==> src/hw/rtl/rdct_pkg.sv <==
// Shared types and codes for the reload down counter timer.
`timescale 1ns / 1ps
`default_nettype none
package rdct_pkg;

    localparam int unsigned DATA_W = 32;

    // Request types
    localparam logic [1:0] REQ_TICK  = 2'd0;
    localparam logic [1:0] REQ_READ  = 2'd1;
    localparam logic [1:0] REQ_WRITE = 2'd2;
    localparam logic [1:0] REQ_NONE  = 2'd3;

    // Register selects
    localparam logic [1:0] REG_CTRL    = 2'd0;
    localparam logic [1:0] REG_RELOAD  = 2'd1;
    localparam logic [1:0] REG_VALUE   = 2'd2;
    localparam logic [1:0] REG_ELAPSED = 2'd3;

    // Control register bit positions
    localparam int unsigned CTRL_EN_BIT   = 0;
    localparam int unsigned CTRL_IRQ_BIT  = 1;
    localparam int unsigned CTRL_SRC_BIT  = 2;
    localparam int unsigned CTRL_FLAG_BIT = 16;

    typedef struct packed {
        logic [1:0]        req_type;
        logic [1:0]        reg_sel;
        logic [DATA_W-1:0] write_data;
    } t_req;

    typedef struct packed {
        logic [DATA_W-1:0] read_data;
        logic              tick_irq;
        logic              running;
    } t_rsp;

endpackage
`default_nettype wire

==> src/hw/rtl/rdct_core.sv <==
// Timer state and the per-beat register and counter logic.
`timescale 1ns / 1ps
`default_nettype none
module rdct_core import rdct_pkg::*; #(
    parameter int unsigned COUNT_WIDTH  = 24,
    parameter int unsigned PRESCALE_DIV = 8
) (
    input  wire logic i_clk,
    input  wire logic i_rst_n,
    input  wire logic i_cfg_we,
    input  wire logic i_cfg_wdata,
    input  wire logic i_take,
    input  wire t_req i_req,
    output t_rsp      o_rsp
);

    localparam int unsigned PS_W = $clog2(PRESCALE_DIV);
    localparam logic [PS_W-1:0] PS_LAST = PS_W'(PRESCALE_DIV - 1);
    localparam logic [COUNT_WIDTH-1:0] CNT_ONE = COUNT_WIDTH'(1);

    logic                   r_one_shot;
    logic [COUNT_WIDTH-1:0] r_count,  n_count;
    logic [COUNT_WIDTH-1:0] r_reload, n_reload;
    logic                   r_en,     n_en;
    logic                   r_irq_en, n_irq_en;
    logic                   r_src,    n_src;
    logic                   r_flag,   n_flag;
    logic [PS_W-1:0]        r_ps,     n_ps;

    logic                   step;
    logic                   pulse;
    logic [DATA_W-1:0]      rd;
    logic [COUNT_WIDTH-1:0] elapsed;

    // The difference wraps at the counter width before it is widened.
    assign elapsed = r_reload - r_count;

    always_comb begin
        n_count  = r_count;
        n_reload = r_reload;
        n_en     = r_en;
        n_irq_en = r_irq_en;
        n_src    = r_src;
        n_flag   = r_flag;
        n_ps     = r_ps;
        step     = 1'b0;
        pulse    = 1'b0;
        rd       = '0;

        unique case (i_req.req_type)
            REQ_TICK: begin
                if (r_en) begin
                    if (r_src) begin
                        step = 1'b1;
                    end else if (r_ps >= PS_LAST) begin
                        n_ps = '0;
                        step = 1'b1;
                    end else begin
                        n_ps = r_ps + PS_W'(1);
                    end
                end
            end
            REQ_READ: begin
                unique case (i_req.reg_sel)
                    REG_CTRL: begin
                        rd[CTRL_EN_BIT]   = r_en;
                        rd[CTRL_IRQ_BIT]  = r_irq_en;
                        rd[CTRL_SRC_BIT]  = r_src;
                        rd[CTRL_FLAG_BIT] = r_flag;
                        n_flag            = 1'b0;
                    end
                    REG_RELOAD:  rd = DATA_W'(r_reload);
                    REG_VALUE:   rd = DATA_W'(r_count);
                    REG_ELAPSED: rd = DATA_W'(elapsed);
                    default:     rd = '0;
                endcase
            end
            REQ_WRITE: begin
                unique case (i_req.reg_sel)
                    REG_CTRL: begin
                        n_en     = i_req.write_data[CTRL_EN_BIT];
                        n_irq_en = i_req.write_data[CTRL_IRQ_BIT];
                        n_src    = i_req.write_data[CTRL_SRC_BIT];
                    end
                    REG_RELOAD: n_reload = i_req.write_data[COUNT_WIDTH-1:0];
                    REG_VALUE: begin
                        n_count = '0;
                        n_flag  = 1'b0;
                        n_ps    = '0;
                    end
                    default: begin
                        // The elapsed register is read only.
                    end
                endcase
            end
            default: begin
            end
        endcase

        if (step) begin
            if (r_count == '0) begin
                n_count = r_reload;
            end else if (r_count == CNT_ONE) begin
                n_count = '0;
                n_flag  = 1'b1;
                pulse   = r_irq_en;
                if (r_one_shot) begin
                    n_en     = 1'b0;
                    n_irq_en = 1'b0;
                end
            end else begin
                n_count = r_count - CNT_ONE;
            end
        end
    end

    always_comb begin
        o_rsp.read_data = rd;
        o_rsp.tick_irq  = pulse;
        o_rsp.running   = n_en;
    end

    always_ff @(posedge i_clk) begin
        if (!i_rst_n) begin
            r_one_shot <= 1'b0;
            r_count    <= '0;
            r_reload   <= '0;
            r_en       <= 1'b0;
            r_irq_en   <= 1'b0;
            r_src      <= 1'b0;
            r_flag     <= 1'b0;
            r_ps       <= '0;
        end else begin
            if (i_cfg_we) begin
                r_one_shot <= i_cfg_wdata;
            end
            if (i_take) begin
                r_count  <= n_count;
                r_reload <= n_reload;
                r_en     <= n_en;
                r_irq_en <= n_irq_en;
                r_src    <= n_src;
                r_flag   <= n_flag;
                r_ps     <= n_ps;
            end
        end
    end

endmodule
`default_nettype wire

==> src/hw/rtl/reload_down_counter_timer.sv <==
// Top level of the reload down counter timer with its output skid stage.
// A result is registered in the output or skid register when its request beat is accepted.
// Throughput: one beat per cycle while the input is not stalled; the timer state updates in the accept cycle.
// A stalled output parks one further result in a skid register, after which
// the input stalls until the output drains.
// Reset is synchronous and active low; all timer state and valids clear to zero.
`timescale 1ns / 1ps
`default_nettype none
module reload_down_counter_timer import rdct_pkg::*; #(
    parameter int unsigned COUNT_WIDTH  = 24,
    parameter int unsigned PRESCALE_DIV = 8
) (
    input  wire logic i_clk,
    input  wire logic i_rst_n,
    input  wire logic i_cfg_we,
    input  wire logic i_cfg_wdata,
    input  wire logic i_in_valid,
    output logic      o_in_stall,
    input  wire t_req i_in_data,
    output logic      o_out_valid,
    input  wire logic i_out_stall,
    output t_rsp      o_out_data
);

    logic take;
    logic out_free;
    t_rsp rsp;

    logic r_out_valid;
    logic r_skid_valid;
    t_rsp r_out;
    t_rsp r_skid;

    assign take     = i_in_valid && !r_skid_valid;
    assign out_free = !r_out_valid || !i_out_stall;

    rdct_core #(
        .COUNT_WIDTH  (COUNT_WIDTH),
        .PRESCALE_DIV (PRESCALE_DIV)
    ) u_core (
        .i_clk       (i_clk),
        .i_rst_n     (i_rst_n),
        .i_cfg_we    (i_cfg_we),
        .i_cfg_wdata (i_cfg_wdata),
        .i_take      (take),
        .i_req       (i_in_data),
        .o_rsp       (rsp)
    );

    always_ff @(posedge i_clk) begin
        if (!i_rst_n) begin
            r_out_valid  <= 1'b0;
            r_skid_valid <= 1'b0;
        end else begin
            if (out_free) begin
                if (r_skid_valid) begin
                    r_out_valid  <= 1'b1;
                    r_skid_valid <= 1'b0;
                end else begin
                    r_out_valid <= take;
                end
            end else if (take) begin
                r_skid_valid <= 1'b1;
            end
        end
    end

    // Payload side: the skid holds the beat that arrived while the output was stalled.
    always_ff @(posedge i_clk) begin
        if (out_free) begin
            if (r_skid_valid) begin
                r_out <= r_skid;
            end else if (take) begin
                r_out <= rsp;
            end
        end else if (take) begin
            r_skid <= rsp;
        end
    end

    assign o_in_stall  = r_skid_valid;
    assign o_out_valid = r_out_valid;
    assign o_out_data  = r_out;

    a_skid_implies_out: assert property (@(posedge i_clk) disable iff (!i_rst_n)
        r_skid_valid |-> r_out_valid)
        else $error("skid register holds a beat while the output is empty");

    a_skid_only_on_stall: assert property (@(posedge i_clk) disable iff (!i_rst_n)
        $rose(r_skid_valid) |-> $past(i_out_stall))
        else $error("skid register filled without an output stall");

    a_irq_not_on_read: assert property (@(posedge i_clk) disable iff (!i_rst_n)
        (take && rsp.tick_irq) |-> (rsp.read_data == '0))
        else $error("interrupt pulse raised on a beat with read data");

endmodule
`default_nettype wire

==> config.mk <==
export PLATFORM = sky130hd
export DESIGN_NAME = reload_down_counter_timer
export DESIGN_NICKNAME = d
export VERILOG_FILES = /design/src/hw/rtl/rdct_pkg.sv /design/src/hw/rtl/rdct_core.sv /design/src/hw/rtl/reload_down_counter_timer.sv
export SDC_FILE = /design/constraint.sdc
export NUM_CORES = 1
export LEC_CHECK = 0
export BUFFER_PORTS_ARGS = -buffer_cell sky130_fd_sc_hd__buf_2
export CAP_MARGIN = 20
export CORE_MARGIN = 8
export CORE_UTILIZATION = 44
export CTS_BUF_LIST = sky130_fd_sc_hd__clkbuf_2
export CTS_CLUSTER_SIZE = 25
export DETAILED_ROUTE_END_ITERATION = 6
export PLACE_DENSITY = 0.64
export SYNTH_ARGS = -nofsm -noshare
export SYNTH_HDL_FRONTEND = slang
export SYNTH_HIERARCHICAL = 1
export SYNTH_SLANG_ARGS = --single-unit
==> constraint.sdc <==
create_clock -name i_clk -period 4 [get_ports i_clk]
set_input_delay 1 -clock i_clk [delete_from_list [all_inputs] [get_ports i_clk]]
set_output_delay 1 -clock i_clk [all_outputs]
set_load 0.02 [all_outputs]
==> results of run 1 <==
==> worst reg2reg max path, cell delays in order, from the launching register on <==
cell	delay (ns)
dfxtp_1	0.42
ha_1	0.24
inv_1	0.07
fa_1	0.20
a21oi_1	0.09
o21ai_0	0.51
a211oi_1	0.22
o31ai_1	0.61
a21oi_1	0.17
xor2_1	0.16
o21ai_0	0.11
mux2_4	0.29
==> how the worst max path moves through the flow <==
stage                           to               from
finish              o_out_data[22]  u_core/r_count[0]
global route        o_out_data[16]  u_core/r_count[0]
CTS                 o_out_data[16]  u_core/r_count[0]
detailed placement  o_out_data[16]  u_core/r_count[0]
global placement    o_out_data[16]  u_core/r_count[0]
floorplan            o_out_data[0]         i_in_valid
==> final cells by class <==
cell class | count | share of cell area, %
diodes | 1 | 0.0312
clock buffers | 18 | 1.12
clock inverters | 14 | 1.18
inverters | 37 | 1.73
multi-input cells | 557 | 47.1
flip-flops and latches | 126 | 39.9
well taps | 220 | 3.43
repair buffers | 80 | 5.48
==> through the flow <==
stage | power [mW] | area, sq um | std cells
3_3_place_gp | 1.71 | 7820 | 1019
2_1_floorplan | 1.63 | 7410 | 767
4_1_cts | 2.38 | 8010 | 1051
6_report | 2.35 | 8030 | 1053
3_5_place_dp | 1.71 | 7820 | 1019
5_1_grt | 2.45 | 8030 | 1053
==> power groups by stage <==
stage / registers, mW / logic [mW] / clock network, mW
after floorplan: 1.47 / 0.167 / 0
after global placement: 1.44 / 0.269 / 0
after detailed placement: 1.44 / 0.272 / 0
after CTS: 1.41 / 0.273 / 0.691
after global routing: 1.42 / 0.300 / 0.732
final: 1.41 / 0.275 / 0.662
==> state kept, by name, indices dropped and copies added (netlist names) <==
signal	cells
u_core/r_reload	24
u_core/r_irq_en	1
r_skid	34
u_core/r_flag	1
u_core/r_ps	3
u_core/r_en	1
o_out_valid	1
o_out_data	34
u_core/r_src	1
u_core/r_one_shot	1
o_in_stall	1
u_core/r_count	24
==> kinds of logic after synthesis <==
| family | share of synthesized area, % |
|---|---|
| adders and majority gates | 5.35 |
| buffers and inverters | 5.91 |
| and+or+nand+nor | 16.6 |
| xor gates and xnor gates | 3.32 |
| muxes | 9.06 |
| DFF | 43.4 |
| AOI/OAI and AO/OA | 16.3 |
| other | 0.0508 |
==> cells in the mapped netlist, drive strengths merged (9+ instances only) <==
cell type	number
o21ai	39
nor2b	9
nand2	107
xnor2	16
xor2	12
edfxtp	68
inv	37
dfxtp	58
nand3	23
mux2i	11
a21oi	59
ha	30
buf	20
nor2	49
nor3	13
mux2	34
nand2b	14
clkbuf	27
==> placed cells by master, fill, tap and decap left out, types with 4 or more instances in the layout <==
cell,Yosys,final
dfxtp_1,58,57
xor2_1,12,12
o22ai_1,6,6
mux2_4,29,29
ha_1,30,30
nor3_1,12,12
nand2_1,106,106
clkinvlp_4,0,4
a221oi_1,4,4
edfxtp_1,68,68
a211oi_1,5,5
nand4b_1,5,5
nand2b_1,13,13
conb_1,1,8
xnor2_1,16,16
buf_4,10,10
o21ai_0,39,39
a22oi_1,7,7
o2bb2ai_1,5,5
a31oi_1,8,8
nand4_1,4,4
nand3_1,23,23
o211ai_1,6,6
mux2_2,5,5
nor4_1,6,6
and3_1,8,8
clkbuf_2,0,18
and2_1,5,5
inv_1,37,37
a21o_1,7,7
a21oi_1,59,58
buf_2,1,69
mux2i_1,11,11
a222oi_1,8,8
nor2_1,48,48
nor2b_1,9,9
a32oi_1,6,6
==> per-layer routing <==
layer	vias up	track usage, %	part of all wire, %
met1	2790	22.5	47
met3	24	4.51	6.9
met2	199	26.2	45
met5	-	0	0
met4	0	6.19	1.8
li1	2890	-	-
==> impl_metrics.json, run 1 <==
{
  "finalCritPeriodShare_pct": 83.4,
  "worstHoldStart": "u_core/r_reload[0]",
  "max_freq_mhz": 300,
  "ys_ff_latch": 126,
  "synth_warnings": 6,
  "post_cts_buffers": 0,
  "cp_data_required_time_ns": 4.45,
  "post_drt_wl_per_cell_um": 17.1,
  "overflow": 0,
  "crit_chain": "ha_1, inv_1, fa_1, a21oi_1, o21ai_0, a211oi_1, o31ai_1, a21oi_1, xor2_1, o21ai_0, mux2_4",
  "cts_max_level": 4,
  "port_buffers": 69,
  "drcViolationCount": 0,
  "end_kind": "register",
  "finalSetupTns_ns": 0,
  "grt_pass1_wl_mm": 29.2,
  "clock_skew_ns": 0.0351,
  "syn_inst": 760,
  "slowest_delay_ns": 0.61,
  "swShare_pct": 29.1,
  "reg2reg_setup_slack_ns": 0.66,
  "p_switching_mw": 0.684,
  "antenna_found_initial": 1,
  "synth_cell_types": 74,
  "whs_ns": 0.497,
  "max_slew_margin_pct": 41.3,
  "die_x_um": 146,
  "internal-power_mw": 1.66,
  "final.min_clock_period_ns": 3.34,
  "worstPathArrival_ns": 3.79,
  "register_area_sq_um": 3200,
  "synth_edf_count": 68,
  "netlist_area_sq_um": 7390,
  "grt.total_usage_pct": 17.0,
  "pre_cts_ws_ns": 0.772,
  "cpMaxStageDelayCell": "o31ai_1",
  "die_h_um": 146,
  "cts_hold_buf": 0,
  "cts_tree": "done",
  "fillers": 1609,
  "worstHoldPathCells": 2,
  "crit_fanout": 7,
  "path_class": "register to register",
  "rows": 47,
  "cts_buffers": 17,
  "reg2regPathDepth": 11,
  "layout-area-overhead-vs-synth_pct": 8.72,
  "p_seq_share_pct": 60.1,
  "first_pass_iters": 5,
  "final_hold_viol_count": 0,
  "viasPerCell": 5.61,
  "ir_drop_uv": 119,
  "gp_congestion": 0.896,
  "r2r-end": "o_out_data[22]",
  "avgSynthCellArea_sq_um": 9.72,
  "status": "finished clean",
  "synth_top_cell_area_share_pct": 27.6,
  "ant_nets": 0,
  "die-area_sq_um": 21200,
  "power.density_nw_per_um2": 292,
  "worst_pin_slew_ns": 0.879,
  "synth_seq_area_share_pct": 43.4,
  "ioPinCount": 78,
  "wl_mm": 18.0,
  "leakage_nw": 3.12,
  "clk_latency_ns": 0.70,
  "async_reset_ff_share_pct": 0,
  "start_kind": "register",
  "hp-class": "register to register",
  "finalNetCount": 892,
  "dominantRegCellSynth": "edfxtp_1",
  "drive_gt1_share_pct": 19.2,
  "synth_top_cells_by_area": "edfxtp_1 (28%), dfxtp_1 (16%), mux2_4 (5.9%)",
  "numClockSinks": 126,
  "grt_max_degree": 35,
  "whs_endpoint": "u_core/r_reload[0]",
  "r2r-start": "u_core/r_count[0]",
  "design.core.area_sq_um": 16500,
  "rsz0062_at_grt": "no",
  "hpwl_mm": 13.2,
  "comb_power_share_pct": 11.7,
  "yosysTopAreaCell": "edfxtp_1",
  "clockBufferDepth": 2,
  "cts_root_buf": "clkbuf_2",
  "final_util_pct": 48.6,
  "crit_family": "compound AO/OA/AOI/OAI gates",
  "routed-via-count": 5903,
  "start_util_pct": 44.7,
  "cp_num_cells": 11,
  "maxCapViolations": 0,
  "crit_buf_inv": 1,
  "power.clock.fraction_pct": 28.2,
  "slew_violations": 0,
  "multiInputGateArea_sq_um": 3780,
  "drt_iter0_markers": 427,
  "setup_slack_ns": 0.664,
  "cts_resized": 0,
  "grt_pass1_vias": 5643,
  "clk_pin_slew_ns": 0.21,
  "final-setup-viol-count": 0
}
(Power assumes the default switching activity.)
==> run 2: changes to the inputs <==
- ABC_AREA: not set -> 1
- PLACE_DENSITY: 0.64 -> 0.66
- clock period: 4 -> 2.8 ns (I/O delays scaled with it)
==> impl_metrics.json, run 2 <==
{
  "yosysTopAreaCell": "edfxtp_1",
  "slowest_delay_ns": 0.47,
  "clk_latency_ns": 0.73,
  "hp-class": "input port to register",
  "dominantRegCellSynth": "edfxtp_1",
  "finalSetupTns_ns": 0,
  "r2r-start": "u_core/r_count[0]",
  "setup_slack_ns": 0.209,
  "antenna_found_initial": 1,
  "clock_skew_ns": 0.0362,
  "start_util_pct": 44.5,
  "synth_top_cell_area_share_pct": 24.8,
  "grt_pass1_vias": 6893,
  "synth_common_cells": "nand2_1 (349), inv_1 (182), nor2_1 (107)",
  "cpMaxStageDelayCell": "dfxtp_1",
  "gp_congestion": 0.924,
  "ioPinCount": 78,
  "synth_seq_area_share_pct": 38.9,
  "first_pass_iters": 5,
  "overflow": 0,
  "synth_warnings": 6,
  "die-area_sq_um": 23300,
  "final_hold_viol_count": 0,
  "ys_ff_latch": 126,
  "end_kind": "register",
  "avgSynthCellArea_sq_um": 7.12,
  "final_common_cell": "nand2_1",
  "cp_data_required_time_ns": 3.39,
  "routed-via-count": 7373,
  "synth_edf_count": 68,
  "power.density_nw_per_um2": 415,
  "post_cts_buffers": 0,
  "ant_nets": 0,
  "numClockSinks": 126,
  "cts_tree": "done",
  "synth_cell_types": 40,
  "async_reset_ff_share_pct": 0,
  "grt_pass1_wl_mm": 35.3,
  "netlist_area_sq_um": 8230,
  "clockBufferDepth": 2,
  "syn_inst": 1156,
  "port_buffers": 69,
  "rsz0062_at_grt": "no",
  "r2r-end": "o_out_data[18]",
  "fillers": 1923,
  "final.min_clock_period_ns": 2.59,
  "crit_chain": "ha_1, inv_1, fa_1, nand2_1, inv_1, a21oi_1, o21ai_0, nand2_1, nand2_1, nand2_1, nand3_1, a21oi_1, inv_1, o21ai_2",
  "start_kind": "register",
  "rows": 50,
  "leakage_nw": 4.17,
  "cts_root_buf": "clkbuf_2",
  "synth_top_cells_by_area": "edfxtp_1 (25%), nand2_1 (16%), dfxtp_1 (14%)",
  "drt_iter0_markers": 670,
  "max_freq_mhz": 386,
  "grt.total_usage_pct": 18.7,
  "worstPathArrival_ns": 3.18,
  "slew_violations": 0,
  "synthMostInstantiatedCell": "nand2_1",
  "worst_pin_slew_ns": 0.674,
  "grt_max_degree": 51,
  "worstHoldPathCells": 2,
  "die_h_um": 153,
  "viasPerCell": 5.00,
  "ir_drop_uv": 184,
  "reg2regPathDepth": 14,
  "final_cell_mix": "nand2_1 (349), inv_1 (182), nor2_1 (107)",
  "cts_buffers": 17,
  "post_drt_wl_per_cell_um": 14.6,
  "drcViolationCount": 0,
  "crit_top_cell": "nand2_1",
  "path_class": "register to register",
  "die_x_um": 153,
  "cts_hold_buf": 0,
  "maxCapViolations": 0,
  "worstHoldStart": "i_cfg_we",
  "clk_pin_slew_ns": 0.23,
  "status": "finished clean",
  "finalCritPeriodShare_pct": 92.5,
  "cts_resized": 0,
  "wl_mm": 21.5,
  "whs_endpoint": "u_core/r_one_shot",
  "cts_max_level": 4,
  "finalNetCount": 1301,
  "final-setup-viol-count": 0,
  "layout-area-overhead-vs-synth_pct": 9.04,
  "crit_fanout": 5,
  "pre_cts_ws_ns": 0.320,
  "hpwl_mm": 16.4,
  "design.core.area_sq_um": 18500,
  "drive_gt1_share_pct": 15.4,
  "max_slew_margin_pct": 55.0,
  "reg2reg_setup_slack_ns": 0.21
}
run 2: final cells by class:
class                           count  area, sq um  share of cell area (%)
Clock buffer                       17         85.1                   0.948
Multi-Input combinational cell    806         4040                    45.1
Clock inverter                     15          140                    1.56
Antenna cell                        1         2.50                  0.0279
Inverter                          188          711                    7.92
Tap cell                          234          293                    3.26
Timing Repair Buffer               89          495                    5.52
Sequential cell                   126         3210                    35.7
run 2: where the power goes:
group,leakage (nW),internal [mW],switching (mW)
Sequential,1.13,2.01,0.0275
Clock,0.133,0.283,0.849
Combinational,2.91,0.178,0.378
Total,4.17,2.47,1.25
run 2: cells by family after synthesis:
group	count (synthesis)	synth area share (%)
AO/OA/AOI/OAI	194	13.9
XOR/XNOR	14	1.49
adder cells (fa/ha/maj)	31	4.80
buffers and inverters	231	12.4
flip-flops	126	38.9
other	1	0.0456
AND/OR/NAND/NOR	559	28.4
run 2: critical path: cells and delay by family, from the launching register on:
family / cells / cell delay [ns]
buffers and inverters: 3 / 0.22
adder cells (fa/ha/maj): 2 / 0.62
AND/OR/NAND/NOR: 5 / 0.40
flip-flops: 1 / 0.47
AO/OA/AOI/OAI: 4 / 0.76
run 2: stage by stage:
| stage | instance area (sq um) | utilization (%) | hold slack (ns) | std cells | total power [mW] |
|---|---|---|---|---|---|
| detailed placement | 8750 | 47.2 | 0.473 | 1443 | 2.63 |
| CTS | 8970 | 48.5 | 0.0602 | 1475 | 3.77 |
| global route | 8980 | 48.5 | 0.0255 | 1476 | 3.93 |
| global placement | 8750 | 47.2 | 0.467 | 1443 | 2.62 |
| floorplan | 8260 | - | 0.445 | 1163 | 2.48 |
| finish | 8980 | 48.5 | 0.132 | 1476 | 3.73 |
run 2: layer usage:
| layer | vias to the layer above | wire (um) | GRT usage (%) |
|---|---|---|---|
| met3 | 21 | 1290 | 4.08 |
| met4 | 0 | 320 | 5.14 |
| li1 | 3836 | - | - |
| met5 | - | 0 | 0 |
| met2 | 175 | 9740 | 29.9 |
| met1 | 3341 | 10100 | 24.9 |
run 2: worst max path at each step:
stage	start	endpoint	slack, ns
floorplan	u_core/r_count[0]	o_out_data[6]	0.68
finish	u_core/r_count[0]	o_out_data[18]	0.21
CTS	u_core/r_count[2]	o_out_data[25]	0.28
detailed placement	i_in_data[32]	o_out_data[10]	0.32
global route	u_core/r_count[7]	o_out_data[23]	0.02
global placement	i_in_data[32]	o_out_data[10]	0.35
